<file path="src/rtl/plm_pkg.sv">
// Shared types and constants for the polyline closest-point / lookahead block.
// No dependencies; imported by every module of the block except plm_ram.
package plm_pkg;

  localparam logic REQ_LOAD  = 1'b0;
  localparam logic REQ_QUERY = 1'b1;

  localparam logic ST_OK  = 1'b0;
  localparam logic ST_FEW = 1'b1;

  localparam int XW    = 32;   // coordinate / speed width
  localparam int MW    = 33;   // multiplier operand width
  localparam int PW    = 66;   // product width
  localparam int DW    = 66;   // divisor and remainder width
  localparam int DVDW  = 96;   // dividend shift register width
  localparam int QW    = 42;   // kept quotient bits
  localparam int STW   = 7;    // divider step counter
  localparam int SQW   = 66;   // square root operand width
  localparam int RTW   = 33;   // square root result width
  localparam int LENW  = 40;   // path length width
  localparam int NUMW  = 41;   // position in index units, Q.30
  localparam int FRW   = 30;   // fraction bits of t and f
  localparam int CFGW  = 7;

  localparam logic [STW-1:0] T_STEPS    = 7'd30;
  localparam logic [STW-1:0] POS_STEPS  = 7'd57;
  localparam logic [STW-1:0] LOOK_STEPS = 7'd71;
  localparam logic [5:0]     SQ_STEPS   = 6'd33;
  localparam int             SQ_TOP     = 64;

  localparam logic [FRW:0]    ONE30   = 31'h4000_0000;
  localparam logic [LENW-1:0] LEN_MAX = {LENW{1'b1}};

  typedef struct packed {
    logic              req_type;
    logic [5:0]        wp_index;
    logic signed [31:0] wp_x;
    logic signed [31:0] wp_y;
    logic signed [31:0] wp_speed;
    logic signed [31:0] query_x;
    logic signed [31:0] query_y;
    logic [30:0]       lookahead_dist;
  } plm_in_t;

  typedef struct packed {
    logic              status;
    logic signed [31:0] closest_x;
    logic signed [31:0] closest_y;
    logic [16:0]       path_pos;
    logic [32:0]       distance;
    logic signed [31:0] look_x;
    logic signed [31:0] look_y;
    logic signed [31:0] look_speed;
  } plm_out_t;

  typedef struct packed {
    logic            start;
    logic [DW-1:0]   rem0;
    logic [DVDW-1:0] dvd;
    logic [DW-1:0]   divisor;
    logic [STW-1:0]  steps;
  } div_req_t;

  typedef struct packed {
    logic           start;
    logic [SQW-1:0] op;
  } sq_req_t;

endpackage

</file>
<file path="src/rtl/plm_mul.sv">
// Shared unsigned multiplier with registered product.
// Depends on plm_pkg.
module plm_mul import plm_pkg::*; (
  input  logic          clk,
  input  logic [MW-1:0] a,
  input  logic [MW-1:0] b,
  output logic [PW-1:0] p
);

  always_ff @(posedge clk) begin
    p <= PW'(a) * PW'(b);
  end

endmodule

</file>
<file path="config.mk">
export PLATFORM = sky130hd
export DESIGN_NAME = plm_mul
export DESIGN_NICKNAME = d
export VERILOG_FILES = /design/src/rtl/plm_pkg.sv /design/src/rtl/plm_mul.sv
export SDC_FILE = /design/constraint.sdc
export NUM_CORES = 2
export LEC_CHECK = 0
export BUFFER_PORTS_ARGS = -buffer_cell sky130_fd_sc_hd__buf_2
export CAP_MARGIN = 15
export CORE_ASPECT_RATIO = 1.4
export CORE_MARGIN = 1
export CORE_UTILIZATION = 55
export DETAILED_ROUTE_END_ITERATION = 8
export PLACE_DENSITY = 0.75
export SYNTH_ARGS = -nofsm -noshare
export SYNTH_HDL_FRONTEND = slang
export SYNTH_SLANG_ARGS = --single-unit
</file>
<file path="constraint.sdc">
create_clock -name clk -period 13.3 [get_ports clk]
set_input_delay 1.33 -clock clk [delete_from_list [all_inputs] [get_ports clk]]
set_output_delay 1.33 -clock clk [all_outputs]
set_load 0.005 [all_outputs]
</file>
==> summary.md <==
### Synth
- Syn Std Cell Area: 36,600 um2
- number of warning messages in the yosys log: 0
- FFs w/ async S/R, synth: 0%
- Gate Count Post-Synth: 4,048
- library cell with the largest summed area after synthesis: sky130_fd_sc_hd__fa_1
- count of flip-flops with a built-in enable after synthesis: 0
- Yosys top cell area share: 52.4%
- dominant cell by count in the synthesized netlist: sky130_fd_sc_hd__inv_1
- post-synthesis sequential area ratio: 3.61%
- Main synth FF type: sky130_fd_sc_hd__dfxtp_1
- FF+latch count, synth: 66
- top area cells in the synthesized netlist: sky130_fd_sc_hd__fa_1 52%, sky130_fd_sc_hd__inv_1 11%, sky130_fd_sc_hd__and2_1 9.8%
- distinct cell type count of the synthesized netlist: 57
- number of nets in the synthesized netlist: 5,338
- ranking of synthesized cells by instance count: 1,048 x sky130_fd_sc_hd__inv_1, 958 x sky130_fd_sc_hd__fa_1, 574 x sky130_fd_sc_hd__and2_1
- mean area per synthesized cell: 9.04 um2

### STA
- slew at the pin closest to its max-slew limit: 902 ps
- final critical delay including setup and external delays: 9120 ps
- endpoints failing hold: 0
- Max-Slew Margin vs Limit: 39.8%
- setup TNS: 0 ps
- f_max: 110 MHz
- final setup violation count: 0
- setup repair after global routing missed its margin: false
- Pins Over Slew Limit: 0
- final clock period utilization by the worst path: 68.6%

### Clock tree
- Root Buffer Master: sky130_fd_sc_hd__clkbuf_16
- deepest level of the CTS H-tree: 3
- TritonCTS clock tree: yes
- number of setup buffers added after CTS: 0
- CTS sink count: 66
- number of buffers created by CTS: 9
- clock-pin slew of the registers on the worst-case setup and hold paths: 60 ps
- # hold bufs at CTS: 0
- post-cts resize count: 0
- Clock Path Buffers: 2

### GRT
- largest net degree at the start of global routing: 34
- All-Layer GR Usage: 32.6%
- initial antenna violation count: 3
- number of global-route vias before repair: 29,900
- global-route wire length before repair: 163,000 um
- total congestion overflow after global routing: 0

### Min path
- end point of the worst hold path: p[0]
- class of the tightest hold or removal check: primary input to register
- startpoint of the worst hold path: b[0]
- count of cells along the worst hold path: 2

### Worst setup path
- Startpoint Class: primary input
- critical path data arrival time: 9410 ps
- class of the most critical setup path: primary input to register
- required arrival time at the worst endpoint: 13,590 ps
- sort of element at the end of the critical path: register
- top fanout value on the critical path: 33

### Finish
- fraction of layout instances using a drive strength above 1: 4.34%
- max FFs per register: 66
- Largest regs: p: 66 flops
- count of inserted antenna diode cells: 0
- final net count: 5,291
- most flop-heavy register: p
- # fillers: 5,823
- area grow syn2layout: 3.84%
- Util after Layout: 57.9%

### Floorplan
- floorplan die width: 220 um
- placement row count: 111
- ports placed on the boundary: 133
- Die Area: 67,600 um2
- Die Y: 307 um
- Placeable Area: 65,700 um2
- Initial Util: 55.7%

### Placement
- HPWL reported at the end of detailed placement: 82,500 um
- global placement routability congestion: 0.954
- number of buffer cells added on primary ports: 132

### Detailed routing
- number of remaining DRC errors: 8
- antenna violation net count after detailed routing: 0
- vias after detailed routing: 27,000
- wire length reported by the detailed router: 104,000 um
- first-iteration detailed-routing DRC count: 1,668
- First-pass DRT Iterations: 7
- detailed-route wire length per cell: 21.4 um
- average vias per placed instance: 5.56

### Outcome
- failing checks: design-rule violations
- outcome: complete, but fails checks

### Run
- max-cap viol count: 0

layout by cell type, fill, tap and decap left out, drive strengths merged, types with 2 or more instances in the layout:
master	instances
and2	574
and3	7
and4	4
o211ai	2
clkinvlp	3
or3	2
nor2b	6
nand2b	2
o41ai	2
nand3	10
a211oi	5
dfxtp	66
nor4	2
a21o	31
o31a	2
buf	153
nand2	568
o21ai	40
bufinv	2
xor2	24
o21bai	8
xnor2	41
clkbuf	10
nor2	33
ha	265
fa	958
a31oi	6
o31ai	3
a221oi	2
o21a	7
a211o	2
inv	1049
a21boi	3
nand4	16
a31o	2
a21oi	73
nor3	4
metal layers:
layer / track usage [%] / wire [um]
met1: 33.7 / 31900
met2: 56.0 / 52900
met3: 5.05 / 6610
met4: 30.6 / 12200
met5: 0 / 44
metrics by stage:
| step | instances | hold slack [ps] | area, um2 | setup slack [ps] |
|---|---|---|---|---|
| floorplan | 4048 | 1460 | 36600 | 4870 |
| global placement | 4837 | 1710 | 37700 | 3950 |
| detailed placement | 4837 | 1710 | 37700 | 3920 |
| CTS | 4853 | 1540 | 38000 | 4280 |
| global route | 4853 | 1580 | 38000 | 3930 |
| finish | 4853 | 1560 | 38000 | 4180 |
logic make-up (layout without fill, tap and decap cells):
logic type      count (synthesis)  after routing  synth area share, %
fa+ha+maj                    1223           1223                 61.5
flops                          66             66                 3.61
compound gates                201            201                 3.45
xor+xnor                       65             65                 1.56
buf+inv                      1260           1218                 12.9
simple gates                 1233           1233                 17.0
worst max-delay path by stage:
stage                     start  endpoint  slack, ps  cells past startpoint
final                     b[16]     p[58]       4180                     25
after global routing       b[9]     p[58]       3930                     24
after CTS                 b[10]     p[58]       4280                     24
after detailed placement  a[16]     p[58]       3920                     24
after global placement    a[12]     p[58]       3950                     25
after floorplan            b[0]     p[58]       4870                     28
area by class of cell:
cell class,instances,area (um2),area share [%]
Clock inverter,6,91.3,0.240
Tap cell,847,1060,2.79
Multi-Input combinational cell,2722,30600,80.4
Timing Repair Buffer,153,818,2.15
Clock buffer,10,229,0.602
Sequential cell,66,1320,3.48
Inverter,1049,3940,10.4
worst max-delay path: stages:
cell                       delay (ps)
sky130_fd_sc_hd__buf_2            630
sky130_fd_sc_hd__and2_1           250
sky130_fd_sc_hd__fa_1             440
sky130_fd_sc_hd__fa_1             530
sky130_fd_sc_hd__inv_1             80
sky130_fd_sc_hd__fa_1             470
sky130_fd_sc_hd__fa_1             580
sky130_fd_sc_hd__fa_1             600
sky130_fd_sc_hd__inv_1             60
sky130_fd_sc_hd__fa_1             460
sky130_fd_sc_hd__fa_1             500
sky130_fd_sc_hd__inv_1             50
sky130_fd_sc_hd__fa_1             470
sky130_fd_sc_hd__inv_1             40
sky130_fd_sc_hd__ha_1             430
sky130_fd_sc_hd__nand2_1          100
sky130_fd_sc_hd__or4_1            540
sky130_fd_sc_hd__or3_1            380
sky130_fd_sc_hd__o22ai_1          310
sky130_fd_sc_hd__o211a_1          250
sky130_fd_sc_hd__o21ai_2           90
sky130_fd_sc_hd__nand3b_4         180
sky130_fd_sc_hd__o31a_1           330
sky130_fd_sc_hd__o21ai_2          130
sky130_fd_sc_hd__xor2_1           140
Power is not shown: default switching activity piles up to over one toggle a cycle in this logic, so the estimate is an artifact.
