**config.mk**
```make
export PLATFORM = sky130hd
export DESIGN_NAME = plm_div
export DESIGN_NICKNAME = d
export VERILOG_FILES = /design/src/rtl/plm_pkg.sv /design/src/rtl/plm_div.sv
export SDC_FILE = /design/constraint.sdc
export NUM_CORES = 1
export LEC_CHECK = 0
export ABC_CLOCK_PERIOD_IN_PS = 14200
export BUFFER_PORTS_ARGS = -buffer_cell sky130_fd_sc_hd__buf_2
export CAP_MARGIN = 0
export CORE_ASPECT_RATIO = 1.25
export CORE_MARGIN = 8
export CORE_UTILIZATION = 50
export DETAILED_ROUTE_END_ITERATION = 8
export PLACE_DENSITY = 0.73
export SLEW_MARGIN = 10
export SYNTH_ARGS = -nofsm -noshare
export SYNTH_HDL_FRONTEND = slang
export SYNTH_SLANG_ARGS = --single-unit
```
**constraint.sdc**
```tcl
create_clock -name clk -period 14.2 [get_ports clk]
set_clock_uncertainty 0.1 [all_clocks]
set_input_delay 2.13 -clock clk [delete_from_list [all_inputs] [get_ports clk]]
set_output_delay 2.13 -clock clk [all_outputs]
set_load 0.1 [all_outputs]
```
**src/rtl/plm_pkg.sv**
```systemverilog
// Shared types and constants for the polyline closest-point / lookahead block.
// No dependencies; imported by every module of the block except plm_ram.
package plm_pkg;

  localparam logic REQ_LOAD  = 1'b0;
  localparam logic REQ_QUERY = 1'b1;

  localparam logic ST_OK  = 1'b0;
  localparam logic ST_FEW = 1'b1;

  localparam int XW    = 32;   // coordinate / speed width
  localparam int MW    = 33;   // multiplier operand width
  localparam int PW    = 66;   // product width
  localparam int DW    = 66;   // divisor and remainder width
  localparam int DVDW  = 96;   // dividend shift register width
  localparam int QW    = 42;   // kept quotient bits
  localparam int STW   = 7;    // divider step counter
  localparam int SQW   = 66;   // square root operand width
  localparam int RTW   = 33;   // square root result width
  localparam int LENW  = 40;   // path length width
  localparam int NUMW  = 41;   // position in index units, Q.30
  localparam int FRW   = 30;   // fraction bits of t and f
  localparam int CFGW  = 7;

  localparam logic [STW-1:0] T_STEPS    = 7'd30;
  localparam logic [STW-1:0] POS_STEPS  = 7'd57;
  localparam logic [STW-1:0] LOOK_STEPS = 7'd71;
  localparam logic [5:0]     SQ_STEPS   = 6'd33;
  localparam int             SQ_TOP     = 64;

  localparam logic [FRW:0]    ONE30   = 31'h4000_0000;
  localparam logic [LENW-1:0] LEN_MAX = {LENW{1'b1}};

  typedef struct packed {
    logic              req_type;
    logic [5:0]        wp_index;
    logic signed [31:0] wp_x;
    logic signed [31:0] wp_y;
    logic signed [31:0] wp_speed;
    logic signed [31:0] query_x;
    logic signed [31:0] query_y;
    logic [30:0]       lookahead_dist;
  } plm_in_t;

  typedef struct packed {
    logic              status;
    logic signed [31:0] closest_x;
    logic signed [31:0] closest_y;
    logic [16:0]       path_pos;
    logic [32:0]       distance;
    logic signed [31:0] look_x;
    logic signed [31:0] look_y;
    logic signed [31:0] look_speed;
  } plm_out_t;

  typedef struct packed {
    logic            start;
    logic [DW-1:0]   rem0;
    logic [DVDW-1:0] dvd;
    logic [DW-1:0]   divisor;
    logic [STW-1:0]  steps;
  } div_req_t;

  typedef struct packed {
    logic           start;
    logic [SQW-1:0] op;
  } sq_req_t;

endpackage

```
**src/rtl/plm_div.sv**
```systemverilog
// Restoring divider, one quotient bit per cycle, sticky overflow above QW bits.
// Depends on plm_pkg.
module plm_div import plm_pkg::*; (
  input  logic          clk,
  input  logic          rst,
  input  div_req_t      req,
  output logic          done,
  output logic [QW-1:0] quot,
  output logic          ovf
);

  logic            busy;
  logic [STW-1:0]  cnt;
  logic [DW-1:0]   rem;
  logic [DVDW-1:0] dvd;
  logic [DW-1:0]   dsr;
  logic [DW:0]     sh;
  logic [DW+1:0]   diff;
  logic            ge;

  assign sh   = {rem, dvd[DVDW-1]};
  assign diff = {1'b0, sh} - {2'b00, dsr};
  assign ge   = ~diff[DW+1];

  always_ff @(posedge clk) begin
    if (rst) begin
      busy <= 1'b0;
      done <= 1'b0;
    end else begin
      done <= 1'b0;
      if (req.start) begin
        busy <= 1'b1;
        rem  <= req.rem0;
        dvd  <= req.dvd;
        dsr  <= req.divisor;
        cnt  <= req.steps;
        quot <= '0;
        ovf  <= 1'b0;
      end else if (busy) begin
        rem  <= ge ? diff[DW-1:0] : sh[DW-1:0];
        dvd  <= dvd << 1;
        quot <= {quot[QW-2:0], ge};
        ovf  <= ovf | quot[QW-1];
        cnt  <= cnt - STW'(1);
        if (cnt == STW'(1)) begin
          busy <= 1'b0;
          done <= 1'b1;
        end
      end
    end
  end

endmodule

```
==> flow_summary_export.csv <==
group,metric,value,unit
outcome,status,"finished clean",
drt,vias_per_cell,5.58,
cts,clock_path_buffers,3,
drt,routed_wl,39200,um
sta,rsz0062_at_grt,"no",
global_route,antenna_found_initial,9,
global_route,overflow,0,
global_route,grt_max_degree,92,
die,die_h,216,um
sta,setup_viol,0,
cts,cts_hold_buf,0,
setup_path,worst_setup_path_start_kind,"input pin",
place,place_hpwl,28900,um
layout,area_delta_synth_final,16.5,%
logic_synthesis,netlist_area,16100,um^2
drt,drc,0,
die,start_util,50.7,%
die,io_pins,282,
cts,cts_resized,0,
logic_synthesis,synthTopCellsByCount,"278 x edfxtp_1, 133 x mux2_2, 118 x a21oi_1",
setup_path,critPathKind,"in -> reg",
setup_path,timing.rr.end,"rem[32]",
hold_path,hp-start,"busy",
logic_synthesis,ys_ff_latch,280,
die,placementRows,73,
cts,tritoncts,"done",
power,p_per_area,129,nW/um^2
drt,detail-route-antenna-nets,0,
place,portBuffers,281,
logic_synthesis,syn_area_per_cell,11.7,um^2
global_route,grt_pass1_vias,12000,
drt,dr.pass1.iters,5,
logic_synthesis,netlist.area_leader.share,52.0,%
sta,slew_headroom,29.4,%
die,core,31700,um^2
logic_synthesis,synth_async_sr_flop_share,0,%
sta,min_period_over_period,31.3,%
cts,post_cts_buffers,0,
cts,path_clk_slew,0.06,ns
cts,htree_num_levels,1,
setup_path,rr_worst_depth,11,
sta,worst_pin_slew,1.06,ns
sta,setup_tns,0,ns
power,total_power,0.00241,W
power,ir_worst_vdd,0.113,mV
cts,clk_latency,0.57,ns
hold_path,holdPathEnd,"done",
sta,hold_viol,0,
run,cap_violations,0,
layout,fill_cells,2632,
drt,vias,11500,
setup_path,endpoint_kind,"register",
logic_synthesis,syn-num-nets,1676,
drt,first_iter_violations,602,
cts,cts_made_buffers,29,
setup_path,rrSetupSlack,10.02,ns
sta,fmax,0.225,GHz
drt,drt-wirelength-per-cell,19.1,um
sta,maxSlewViolCount,0,
power,cellLeakagePower,7.58,nW
global_route,grt_pass1_wl,62500,um
place,gp_congestion,0.920,
layout,num-nets-final,1926,
setup_path,worstPathRequired,14.28,ns
hold_path,min_path_type,"reg -> reg",
logic_synthesis,synth_edf_count,278,
logic_synthesis,yosysMostFrequentCell,"edfxtp_1",
hold_path,hold_depth,1,
layout,final_layout_size_suffix_gt1_share,31.5,%
die,die_area,38100,um^2
setup_path,crit_arrival,4.52,ns
setup_path,crit_path_max_fanout,83,
logic_synthesis,yosysWarningCount,0,
cts,cts_num_sinks,280,
global_route,grt_usage,20.2,%
logic_synthesis,synth.area.top_cells,"edfxtp_1 52%, mux2_2 9.3%, ha_1 5.3%",
logic_synthesis,synth.distinct_cells,74,
logic_synthesis,synth_area_leader_cell,"edfxtp_1",
setup_path,r2r-start,"dsr[2]",
sta,period_needed,4.44,ns
cts,cts_root_buf,"clkbuf_16",
die,dieWidth,176,um
logic_synthesis,synth-seq-area-share,52.2,%
logic_synthesis,syn_inst,1369,
logic_synthesis,ys.flop_type,"edfxtp_1",
## critical path: stages
cell	delay, ns
clkbuf_8	0.43
nor2_1	0.16
nor2_4	0.11
buf_4	0.67
buf_4	0.91
## per-stage QoR
step | instance area [um^2] | instances | util, % | hold WS [ns] | worst slack [ns]
CTS | 18700 | 2054 | 59.0 | 0.386 | 9.77
global placement | 17700 | 2000 | 55.9 | 0.376 | 9.23
floorplan | 16100 | 1369 | - | 0.360 | 1.72
finish | 18700 | 2057 | 59.0 | 0.386 | 9.76
global route | 18700 | 2056 | 59.0 | 0.414 | 9.60
detailed placement | 17700 | 2000 | 55.9 | 0.378 | 9.17
## cell type report
cell class,count,area [um^2],share of cell area (%)
Sequential cell,280,8390,44.8
Multi-Input combinational cell,923,6990,37.4
Tap cell,412,515,2.76
Inverter,98,368,1.97
Clock buffer,40,807,4.31
Timing Repair Buffer,287,1460,7.81
Antenna cell,3,7.51,0.0401
Clock inverter,14,165,0.883
## kinds of logic (layout without fill, tap and decap cells)
| group | count (synthesis) | in the layout | share of synthesized area, % |
|---|---|---|---|
| and+or+nand+nor | 329 | 329 | 10.6 |
| muxes | 170 | 170 | 12.6 |
| buffers and inverters | 166 | 439 | 4.29 |
| xor gates and xnor gates | 54 | 54 | 2.95 |
| other | 0 | 3 | 0 |
| adders and majority gates | 69 | 69 | 5.42 |
| DFF | 280 | 280 | 52.2 |
| AOI/OAI and AO/OA | 301 | 301 | 11.9 |
## worst max-delay path by stage
| stage | cells past startpoint | to | from | slack [ns] |
|---|---|---|---|---|
| after CTS | 5 | dvd[38] | req[235] | 9.77 |
| after floorplan | 4 | cnt[0] | req[235] | 1.72 |
| after global routing | 4 | dsr[33] | req[235] | 9.60 |
| after detailed placement | 5 | dvd[40] | req[235] | 9.17 |
| final | 5 | dvd[52] | req[235] | 9.76 |
| after global placement | 5 | dvd[50] | req[235] | 9.23 |
## cell usage in the layout, fill, tap and decap left out, types with 12 or more instances in the layout
| cell | count |
|---|---|
| buf_2 | 280 |
| edfxtp_1 | 278 |
| mux2_2 | 133 |
| a21oi_1 | 118 |
| inv_1 | 97 |
| nand2_1 | 89 |
| ha_1 | 68 |
| nor2_1 | 57 |
| nor2b_1 | 56 |
| o21ai_0 | 53 |
| xnor2_1 | 35 |
| mux2_4 | 30 |
| clkbuf_16 | 29 |
| nand4_1 | 25 |
| a21o_1 | 23 |
| nand3_1 | 22 |
| xor2_1 | 19 |
| nor3_1 | 16 |
| or3_1 | 13 |
| and3_1 | 13 |
| o21bai_1 | 12 |
## report_power, final
| part | switching [W] | total (W) | internal, W | leakage [nW] |
|---|---|---|---|---|
| clock | 0.000332 | 0.000772 | 0.000440 | 0.466 |
| combinational | 0.000354 | 0.000618 | 0.000263 | 4.45 |
| sequential | 0.0000269 | 0.00102 | 0.000994 | 2.66 |
| total | 0.000714 | 0.00241 | 0.00170 | 7.58 |
## layer usage
| metal | up-vias | GRT usage (%) | share of wire [%] |
|---|---|---|---|
| li1 | 5566 | - | - |
| met1 | 5499 | 23.2 | 39 |
| met2 | 335 | 35.9 | 51 |
| met3 | 77 | 5.13 | 7.3 |
| met4 | 10 | 6.45 | 2.7 |
| met5 | - | 0 | 0.16 |
## sequential cells by signal (all words and copies together), names as in the netlist
signal and cells:
ovf 1, dsr 66, dvd 96, rem 66
quot 42, done 1, busy 1, cnt 7
Power figures use the tool's default switching activity.
